**src/design/cnm_pkg.sv**
```systemverilog
package cnm_pkg;

    // Port widths fixed by the interface
    localparam int SLOT_W     = 6;
    localparam int INDEX_W    = 9;
    localparam int CFG_IDX_W  = 2;
    localparam int CFG_DATA_W = 16;
    localparam int VLEN_W     = 10;
    localparam int UCNT_W     = 7;
    localparam int THR_W      = 16;

    // Defaults for the top-level parameters
    localparam int DEF_MAX_USERS  = 64;
    localparam int DEF_MAX_DIM    = 512;
    localparam int DEF_ELEM_WIDTH = 16;

    // Configuration register indexes
    localparam logic [CFG_IDX_W-1:0] CFG_VECTOR_LENGTH = 2'd0;
    localparam logic [CFG_IDX_W-1:0] CFG_USER_COUNT    = 2'd1;
    localparam logic [CFG_IDX_W-1:0] CFG_THRESHOLD     = 2'd2;

    // Reset values of the configuration registers
    localparam logic [VLEN_W-1:0] VLEN_RESET = 10'd128;
    localparam logic [UCNT_W-1:0] UCNT_RESET = 7'd0;
    localparam logic [THR_W-1:0]  THR_RESET  = 16'd19661;

    // Item kinds
    localparam logic KIND_STORE = 1'b0;
    localparam logic KIND_QUERY = 1'b1;

    // What the front end decided an item has to do
    typedef struct packed {
        logic wr_ref;
        logic wr_qry;
        logic search;
    } t_cmd_flags;

    // Back-end status seen by the top level
    typedef struct packed {
        logic idle;
        logic done;
    } t_back_stat;

endpackage

```
**src/design/cnm_front.sv**
```systemverilog
module cnm_front
    import cnm_pkg::*;
#(
    parameter int MAX_USERS  = DEF_MAX_USERS,
    parameter int MAX_DIM    = DEF_MAX_DIM,
    parameter int ELEM_WIDTH = DEF_ELEM_WIDTH
) (
    input  logic                  i_clk,
    input  logic                  i_rst_n,
    input  logic                  i_in_valid,
    output logic                  o_in_ready,
    input  logic                  i_kind,
    input  logic [SLOT_W-1:0]     i_user_slot,
    input  logic [INDEX_W-1:0]    i_element_index,
    input  logic [ELEM_WIDTH-1:0] i_element_value,
    input  logic                  i_last,
    output logic                  o_cmd_valid,
    output t_cmd_flags            o_cmd_flags,
    output logic [((MAX_USERS > 1) ? $clog2(MAX_USERS) : 1)-1:0] o_cmd_slot,
    output logic [((MAX_DIM > 1) ? $clog2(MAX_DIM) : 1)-1:0]     o_cmd_idx,
    output logic [ELEM_WIDTH-1:0] o_cmd_value,
    input  logic                  i_cmd_pop
);

    localparam int UIW = (MAX_USERS > 1) ? $clog2(MAX_USERS) : 1;
    localparam int IW  = (MAX_DIM > 1) ? $clog2(MAX_DIM) : 1;

    // two-entry request queue
    t_cmd_flags            r_flags [2];
    logic [UIW-1:0]        r_slot  [2];
    logic [IW-1:0]         r_idx   [2];
    logic [ELEM_WIDTH-1:0] r_value [2];
    logic                  r_wr_ptr, n_wr_ptr;
    logic                  r_rd_ptr, n_rd_ptr;
    logic [1:0]            r_count, n_count;

    logic       w_push;
    logic [31:0] w_slot32;
    logic [31:0] w_idx32;
    t_cmd_flags w_flags;

    assign o_in_ready = (r_count != 2'd2);
    assign w_push     = i_in_valid && o_in_ready;
    assign w_slot32   = 32'(i_user_slot);
    assign w_idx32    = 32'(i_element_index);

    // classify: out-of-range writes are dropped, last only counts on a query
    always_comb begin
        w_flags.wr_ref = (i_kind == KIND_STORE) && (w_slot32 < MAX_USERS)
                         && (w_idx32 < MAX_DIM);
        w_flags.wr_qry = (i_kind == KIND_QUERY) && (w_idx32 < MAX_DIM);
        w_flags.search = (i_kind == KIND_QUERY) && i_last;
    end

    always_comb begin
        n_wr_ptr = r_wr_ptr;
        n_rd_ptr = r_rd_ptr;
        n_count  = r_count;
        if (w_push) begin
            n_wr_ptr = ~r_wr_ptr;
        end
        if (i_cmd_pop) begin
            n_rd_ptr = ~r_rd_ptr;
        end
        if (w_push && !i_cmd_pop) begin
            n_count = r_count + 2'd1;
        end else if (!w_push && i_cmd_pop) begin
            n_count = r_count - 2'd1;
        end
    end

    always_ff @(posedge i_clk) begin
        if (!i_rst_n) begin
            r_wr_ptr <= 1'b0;
            r_rd_ptr <= 1'b0;
            r_count  <= 2'd0;
        end else begin
            r_wr_ptr <= n_wr_ptr;
            r_rd_ptr <= n_rd_ptr;
            r_count  <= n_count;
        end
    end

    always_ff @(posedge i_clk) begin
        if (w_push) begin
            r_flags[r_wr_ptr] <= w_flags;
            r_slot[r_wr_ptr]  <= w_slot32[UIW-1:0];
            r_idx[r_wr_ptr]   <= w_idx32[IW-1:0];
            r_value[r_wr_ptr] <= i_element_value;
        end
    end

    assign o_cmd_valid = (r_count != 2'd0);
    assign o_cmd_flags = r_flags[r_rd_ptr];
    assign o_cmd_slot  = r_slot[r_rd_ptr];
    assign o_cmd_idx   = r_idx[r_rd_ptr];
    assign o_cmd_value = r_value[r_rd_ptr];

endmodule

```
**config.mk**
```make
export PLATFORM = sky130hd
export DESIGN_NAME = cnm_front
export DESIGN_NICKNAME = d
export VERILOG_FILES = /design/src/design/cnm_pkg.sv /design/src/design/cnm_front.sv
export SDC_FILE = /design/constraint.sdc
export NUM_CORES = 1
export LEC_CHECK = 0
export BUFFER_PORTS_ARGS = -buffer_cell sky130_fd_sc_hd__buf_2
export CAP_MARGIN = 20
export CELL_PAD_IN_SITES_DETAIL_PLACEMENT = 0
export CELL_PAD_IN_SITES_GLOBAL_PLACEMENT = 2
export CORE_ASPECT_RATIO = 0.6
export CORE_MARGIN = 8
export CORE_UTILIZATION = 33
export DETAILED_ROUTE_END_ITERATION = 12
export GPL_TIMING_DRIVEN = 0
export PLACE_DENSITY_LB_ADDON = 0.25
export SKIP_LAST_GASP = 1
export SYNTH_ARGS = -nofsm -noshare
export SYNTH_HDL_FRONTEND = slang
export SYNTH_SLANG_ARGS = --single-unit
export TNS_END_PERCENT = 30
```
**constraint.sdc**
```tcl
create_clock -name i_clk -period 1.9 [get_ports i_clk]
set_clock_uncertainty 0.15 [all_clocks]
set_input_delay 0.095 -clock i_clk [delete_from_list [all_inputs] [get_ports i_clk]]
set_output_delay 0.095 -clock i_clk [all_outputs]
set_load 0.02 [all_outputs]
```
==> flow_summary_export.csv, run 1 <==
group,metric,value,unit
clock_tree,clock_latency,0.32,ns
clock_tree,cts_tree,"done",
setup_path,criticalPathCategory,"flop to output port",
setup_path,endpoint_kind,"output port",
synthesis,syn_nets,170,
timing,fmax,550.7,MHz
global_routing,antenna_found_initial,0,
routing,finalWirelength,5487,µm
worst_hold_path,holdPathEnd,"r_value[0][0]",
synthesis,yosysSeqAreaShare,0.7922,
final_layout,layout_commonest_cell,"buf_2",
timing,tightest_slew,0.5133,ns
synthesis,synth_cell_types,19,
synthesis,yosysWarnings,0,
timing,hold_slack,0.3379,ns
clock_tree,clk_pin_slew,0.05,ns
routing,ant_nets,0,
place,dpl.hpwl,3509,µm
timing,setup_viol,0,
flow_run,cap_violations,0,
routing,viasPerCell,4.233,
final_layout,fin_area,3834,µm²
pwr,combPwrFrac,0.174,
synthesis,synth-edff-count,68,
final_layout,final_util,0.4844,
timing,hold_viol_final,0,
timing,relSlewSlack,0.6578,
synthesis,synth_cells,132,
clock_tree,clock_sinks,73,
global_routing,grt_pass1_wl,8714,µm
synthesis,synth_ff_type,"edfxtp_1",
routing,vias,1545,
pwr,p_per_area,1086,nW/µm²
final_layout,seq_area,2142,µm²
routing,drt_iter0_drc,74,
global_routing,grt_overflow_total,0,
setup_path,r2r-end,"r_count[1]",
synthesis,yosys_register_bits,73,
pwr,internal_power,3135,µW
final_layout,multi_input_comb_area,528.0,µm²
global_routing,grt_max_degree,35,
pwr,seqPwrFrac,0.478,
floorplan,die_h,86.12,µm
final_layout,final_cell_mix,"buf_2, edfxtp_1, dlygate4sd3_1",
routing,drt_pre_antenna_iters,4,
floorplan,die_x,132.9,µm
clock_tree,htree_levels,3,
global_routing,grtUsageTotal,0.1018,
setup_path,critPathMaxFanout,10,
final_layout,synthToLayoutAreaGrowth,41.79,%
routing,avgRoutedWirePerCell,15.03,µm
pwr,p_leak,0.001471,µW
synthesis,synthArstFlopShare,0,
place,dpl_cell_area,3201,µm²
final_layout,drive_gt1_frac,0.4981,
timing,period_share,0.9556,
global_routing,grt_pass1_vias,1690,
clock_tree,clock-root-buffer,"clkbuf_16",
worst_hold_path,hp-class,"primary input to flop",
final_layout,final_nets,290,
setup_path,cp.arrival,1.57,ns
worst_hold_path,hold_depth,2,
final_layout,diodes,0,
pwr,p_switching,1029,µW
place,gp_congestion,0.6292,
timing,period_needed,1.816,ns
setup_path,crit_required,1.65,ns
setup_path,ff2ff_setup_slack,0.23,ns
synthesis,synthesis.area,2704,µm²
setup_path,r2r_cells,5,
worst_hold_path,min_from,"i_element_value[0]",
setup_path,cp-start-kind,"flop",
timing,finalMaxSlewViolations,0,
floorplan,placementRows,25,
outcome,status,"complete, no violations",
floorplan,ios,73,
floorplan,dieArea,11440,µm²
pwr,vdd_drop_max,0.0006165,V
routing,drc,0,
floorplan,initial_utilization,0.3417,
synthesis,syn_area_per_cell,20.48,µm²
final_layout,fillers,684,
setup_path,timing.rr.start,"r_count[0]",
pwr,switching_share,0.2471,
clock_tree,cts_buffer_depth,2,
floorplan,coreArea,7914,µm²
clock_tree,cts_buffers,9,
place,port_buffers,72,
pwr,power_frac_clock,0.348,
timing,rsz0062_at_grt,"yes",
-- cells by family after synthesis --
group	after synthesis	synth area share
adders and majority gates	1	0.004627
xor gates and xnor gates	3	0.009719
DFF	73	0.7922
muxes	34	0.1416
buffers and inverters	7	0.01434
AOI/OAI and AO/OA	4	0.01111
and+or+nand+nor	10	0.02638
-- worst max-delay path by stage --
| stage | endpoint | from | depth (start not counted) | slack (ns) |
|---|---|---|---|---|
| finish | o_cmd_flags[2] | flop | 4 | 0.08 |
| global route | o_cmd_value[1] | flop | 4 | -0.01 |
| CTS | r_slot[0][3] | r_count[0] | 3 | 0.02 |
| detailed placement | r_slot[1][3] | r_count[0] | 2 | -0.01 |
| global placement | r_slot[0][3] | r_count[0] | 3 | -0.41 |
| floorplan | r_flags[0][0] | r_count[0] | 3 | 0.03 |
-- critical path: stages (launching register included) --
cell	delay, ns
dfxtp_1	0.30
buf_2	0.19
buf_4	0.23
mux2_2	0.36
buf_2	0.16
-- per-stage QoR --
stage	setup TNS (ns)	power, µW	cells	worst slack [ns]
floorplan	0	2453	132	0.02684
global placement	-14.32	2694	312	-0.4101
detailed placement	-0.3602	2702	312	-0.01264
CTS	0	4233	365	0.01950
global route	-0.06689	4355	365	-0.01188
finish	0	4164	365	0.08428
-- routing by layer --
metal,track usage,routed length (µm),up-vias
met3,0.05368,443,8
met1,0.1269,2611,736
li1,-,-,746
met5,0,0,-
met2,0.1410,2336,55
met4,0.04918,95,0
-- timing repair --
action	4_1_cts	5_1_grt
gates resized for setup	1	2
endpoints found under the hold margin	73	0
endpoints found under the setup margin	34	45
setup buffers	0	0
hold buffers	37	0
-- area by class of cell --
cell class	instances	area share
Buffer	4	0.007180
Clock buffer	12	0.06168
Clock inverter	4	0.005222
Inverter	3	0.003590
Multi-Input combinational cell	52	0.1377
Sequential cell	73	0.5587
Tap cell	108	0.03525
Timing Repair Buffer	109	0.1906
-- flip-flops by register name (all words and copies together) (netlist names), named ones only --
name and cells:
r_count 2, r_rd_ptr 1, r_wr_ptr 1, r_slot 12
r_value 32, r_flags 6, r_idx 18
-- cells in the mapped netlist, drive strengths merged (2+ instances only) --
master	instances	area, µm²
inv	3	11.26
dfxtp	5	100.1
mux2	34	382.9
xor2	2	17.52
and2	5	31.28
buf	4	27.52
edfxtp	68	2042
a21boi	2	15.02
-- power by group through the flow --
stage               clock network, µW  registers (µW)  logic (µW)
floorplan                           0            2010         440
global placement                    0            2020         671
detailed placement                  0            2030         677
CTS                              1500            1990         743
global route                     1560            2000         787
finish                           1450            1990         726
(Power assumes the default switching activity.)
==> run 2, diff against run 1 <==
- PLACE_DENSITY_LB_ADDON: 0.25 -> 0.12
==> flow_summary_export.csv, run 2 (synthesis results as in run 1) <==
group,metric,value,unit
global_routing,grtUsageMet2,0.1639,
setup_path,cp_cell_sequence,"nand2b_4 > nand3b_1 > clkinvlp_4 > buf_16",
timing,relSlewSlack,0.6670,
worst_hold_path,hp-class,"primary input to flop",
routing,drt_iter0_drc,94,
floorplan,initial_utilization,0.3417,
final_layout,fillers,673,
clock_tree,clock-root-buffer,"clkbuf_16",
final_layout,largest_reg_flops,32,
global_routing,grt_pass1_vias,1795,
timing,setup_viol,0,
flow_run,cap_violations,0,
final_layout,regMostFlops,"r_value",
clock_tree,cts_setup_buffers,0,
global_routing,grtUsageTotal,0.1015,
final_layout,synthToLayoutAreaGrowth,44.47,%
global_routing,antenna_found_initial,0,
routing,drt_pre_antenna_iters,4,
pwr,p_per_area,1142,nW/µm²
timing,hold_slack,0.3399,ns
setup_path,cp_num_buf_inv,2,
floorplan,ios,73,
outcome,status,"complete, no violations",
floorplan,coreArea,7914,µm²
clock_tree,clock_latency,0.32,ns
setup_path,max_stage_delay,0.42,ns
setup_path,critPathMaxFanout,18,
final_layout,diodes,0,
clock_tree,cts_buffers,9,
final_layout,drive_gt1_frac,0.5058,
setup_path,cp.arrival,1.76,ns
timing,period_needed,1.831,ns
final_layout,layout_commonest_cell,"buf_2",
timing,hold_viol_final,0,
pwr,vdd_drop_max,0.0005682,V
clock_tree,cts_tree,"done",
place,port_buffers,72,
setup_path,crit_required,1.83,ns
global_routing,grt_pass1_wl,8832,µm
setup_path,cp-start-kind,"flop",
global_routing,grt_max_degree,35,
clock_tree,clock_sinks,73,
final_layout,final_util,0.4936,
floorplan,placementRows,25,
timing,finalMaxSlewViolations,0,
clock_tree,htree_levels,3,
routing,ant_nets,0,
routing,viasPerCell,4.216,
timing,rsz0062_at_grt,"yes",
setup_path,cp_top_family,"buffers and inverters",
final_layout,top_regs,"r_value (32), r_idx (18), r_slot (12)",
global_routing,grt_overflow_total,0,
global_routing,busiest_layer,"met2",
setup_path,criticalPathCategory,"flop to flop",
final_layout,final_cell_mix,"buf_2, edfxtp_1, dlygate4sd3_1",
setup_path,endpoint_kind,"flop",
routing,avgRoutedWirePerCell,14.82,µm
routing,finalWirelength,5410,µm
clock_tree,clk_pin_slew,0.06,ns
timing,period_share,0.9635,
floorplan,dieArea,11440,µm²
place,dpl.hpwl,3668,µm
timing,tightest_slew,0.4995,ns
global_routing,use_met3,0.05484,
clock_tree,cts_buffer_depth,2,
routing,drc,0,
final_layout,final_nets,290,
global_routing,grt_util_met1,0.1081,
floorplan,die_h,86.12,µm
routing,vias,1539,
timing,fmax,546.2,MHz
floorplan,die_x,132.9,µm
place,gp_congestion,0.6934,
pwr,p_leak,0.001492,µW
setup_path,cpMaxStageDelayCell,"clkinvlp_4",
## run 2: cell types whose count changed in the layout (fill, tap and decap cells not counted), sizes merged
| cell | previous run | this run |
|---|---|---|
| buf | 76 | 77 |
| bufinv | 0 | 2 |
| clkbuf | 12 | 9 |
| clkinvlp | 0 | 2 |
| dlygate4sd3 | 37 | 36 |
| inv | 3 | 2 |
## run 2: final cells by class
type	count	area, µm²	share of cell area
Tap cell	108	135.1	0.03459
Timing Repair Buffer	109	748.2	0.1915
Inverter	3	15.01	0.003844
Sequential cell	73	2142	0.5484
Clock inverter	7	85.08	0.02178
Buffer	4	27.53	0.007047
Multi-Input combinational cell	52	528.0	0.1352
Clock buffer	9	225.2	0.05766
## run 2: timing repair
action                                  CTS  global route
cloned                                    0             0
hold buffers                             36             0
resized for setup                         1             1
endpoints found under the hold margin    73             0
endpoints found under the setup margin   46            52
## run 2: metrics by stage
step	setup slack, ns	total power [µW]	instances	cell area [µm²]	setup TNS [ns]
after floorplan	0.02684	2453	132	2705	0
after global placement	-0.2957	2669	312	3201	-9.959
after detailed placement	-0.1180	2721	313	3228	-2.095
after CTS	-0.008291	4527	365	3902	-0.1355
after global routing	-0.04123	4652	365	3906	-0.6819
final	0.06927	4461	365	3906	0
## run 2: worst paths after layout
kind	start	end	slack (ns)	cells past startpoint
min	i_element_value[11]	r_value[1][11]	0.34	2
max	r_count[0]	r_value[0][5]	0.07	4
min reg2reg	r_count[1]	r_count[1]	0.39	2
max reg2reg	r_count[0]	r_value[0][5]	0.07	4
## run 2: layer usage
layer / wire length (µm) / up-vias
met4: 77 / 0
li1: - / 749
met5: 0 / -
met3: 464 / 8
met1: 2249 / 726
met2: 2618 / 56
## run 2: report_power, final
group	total (µW)	switching, µW	internal [µW]
logic	741	410	331
registers	1990	44.4	1950
clock network	1730	595	1130
==> run 3, diff against run 2 <==
- CORE_UTILIZATION: 33 -> 37
- clock period: 1.9 -> 1.8 ns (I/O delays scaled with it)
==> flow_summary_export.csv, run 3 (synthesis results as in run 1) <==
group,metric,value,unit
setup_path,cp-start-kind,"flop",
clock_tree,clk_pin_slew,0.05,ns
floorplan,placementRows,24,
setup_path,cp_cell_sequence,"clkbuf_4 > buf_6 > mux2_2 > buf_2",
final_layout,diodes,0,
setup_path,timing.rr.start,"r_count[0]",
clock_tree,cts_buffers,9,
setup_path,cp_top_family,"buffers and inverters",
final_layout,fin_area,3886,µm²
setup_path,cp.depth,4,
place,port_buffers,72,
setup_path,r2r_cells,5,
floorplan,coreArea,7177,µm²
timing,finalMaxSlewViolations,0,
setup_path,crit_required,1.56,ns
final_layout,final_util,0.5415,
final_layout,regMostFlops,"r_value",
timing,relSlewSlack,0.6702,
final_layout,top_regs,"r_value (32), r_idx (18), r_slot (12)",
routing,drc,0,
setup_path,critPathMaxFanout,10,
final_layout,drive_gt1_frac,0.4981,
setup_path,cpMaxStageDelayCell,"mux2_2",
floorplan,initial_utilization,0.3767,
clock_tree,cts_buffer_depth,2,
floorplan,dieArea,10390,µm²
timing,fmax,578.0,MHz
place,dpl_cell_area,3207,µm²
final_layout,final_nets,292,
routing,drt_iter0_drc,78,
pwr,p_leak,0.001493,µW
final_layout,final_cell_mix,"buf_2, edfxtp_1, dlygate4sd3_1",
global_routing,grt_max_degree,35,
timing,setup_viol,0,
place,dp_cells,296,
setup_path,max_stage_delay,0.35,ns
setup_path,ff2ff_setup_slack,0.10,ns
flow_run,cap_violations,0,
setup_path,cp.arrival,1.49,ns
final_layout,fillers,609,
routing,finalWirelength,5238,µm
routing,vias,1552,
setup_path,criticalPathCategory,"flop to output port",
global_routing,grt_pass1_vias,1669,
timing,hold_slack,0.3410,ns
final_layout,layout_commonest_cell,"buf_2",
worst_hold_path,hp-class,"primary input to flop",
final_layout,final-instance-count-excl-fill,350,
clock_tree,cts_tree,"done",
timing,tightest_slew,0.4948,ns
global_routing,grtUsageTotal,0.1049,
routing,ant_nets,0,
pwr,p_per_area,1171,nW/µm²
pwr,vdd_drop_max,0.0005379,V
floorplan,ios,73,
place,dpl.hpwl,3603,µm
place,gp_congestion,0.6765,
setup_path,r2r-end,"r_count[1]",
floorplan,die_h,82.22,µm
routing,avgRoutedWirePerCell,14.97,µm
outcome,status,"complete, no violations",
global_routing,grt_pass1_wl,8266,µm
global_routing,grt_overflow_total,0,
timing,period_needed,1.730,ns
timing,hold_viol_final,0,
clock_tree,htree_levels,3,
clock_tree,clock-root-buffer,"clkbuf_16",
clock_tree,clock_latency,0.32,ns
setup_path,endpoint_kind,"output port",
floorplan,die_x,126.4,µm
timing,rsz0062_at_grt,"yes",
setup_path,cp_num_buf_inv,3,
global_routing,antenna_found_initial,0,
final_layout,synthToLayoutAreaGrowth,43.73,%
clock_tree,clock_sinks,73,
routing,viasPerCell,4.434,
pwr,total_power,4553,µW
final_layout,largest_reg_flops,32,
setup_path,endpoint,"o_cmd_value[5]",
routing,drt_pre_antenna_iters,4,
timing,period_share,0.9612,
run 3: cell types whose count changed in the layout (fill, tap and decap cells not counted):
| cell | before | now |
|---|---|---|
| clkinvlp_4 | 2 | 1 |
| buf_6 | 0 | 3 |
| dlygate4sd3_1 | 36 | 37 |
| buf_2 | 73 | 72 |
| clkbuf_4 | 0 | 1 |
| buf_4 | 3 | 1 |
| bufinv_16 | 2 | 1 |
| clkinv_1 | 2 | 1 |
| clkbuf_1 | 0 | 3 |
run 3: how the worst min path moves through the flow:
stage / endpoint / startpoint / cells after the start / slack, ns
after detailed placement: r_idx[0][5] / i_element_index[5] / 1 / 0.13
after floorplan: r_flags[0][1] / i_kind / 0 / 0.04
after CTS: r_slot[1][2] / i_user_slot[2] / 2 / 0.33
after global placement: r_value[1][3] / i_element_value[3] / 1 / 0.13
final: r_value[0][2] / i_element_value[2] / 2 / 0.34
after global routing: r_value[0][3] / i_element_value[3] / 2 / 0.33
run 3: area by class of cell:
type / count / area, µm² / area share
multi-input cells: 52 / 528.0 / 0.1359
repair buffers: 111 / 765.7 / 0.1970
clock inverters: 4 / 43.79 / 0.01127
inverters: 3 / 15.01 / 0.003863
plain buffers: 4 / 41.29 / 0.01062
well taps: 91 / 113.9 / 0.02930
flip-flops and latches: 73 / 2142 / 0.5512
clock buffers: 12 / 236.5 / 0.06085
run 3: power by group:
group | switching (µW) | internal, µW
combinational | 435 | 363
clock | 589 | 1060
sequential | 48.0 | 2060
run 3: metrics by stage:
step | TNS [ns] | setup WS, ns
after global placement | -15.18 | -0.4140
after detailed placement | -5.186 | -0.1008
after global routing | -0.09009 | -0.01775
final | 0 | 0.06987
after CTS | -2.161 | -0.09047
after floorplan | -2.488 | -0.07316
run 3: timing repair:
item                                    4_1_cts  5_1_grt
hold buffers                                 37        0
hold endpoints to repair                     73        0
endpoints found under the setup margin       84       64
resized for setup                             1        5
buffers inserted                              0        1
run 3: routing by layer:
metal | routed length [µm] | up-vias | GRT usage | part of all wire
met5 | 0 | - | 0 | 0
met4 | 48 | 0 | 0.05006 | 0.0092
met3 | 393 | 7 | 0.05064 | 0.075
met2 | 2534 | 46 | 0.1676 | 0.48
met1 | 2262 | 746 | 0.1190 | 0.43
li1 | - | 753 | - | -
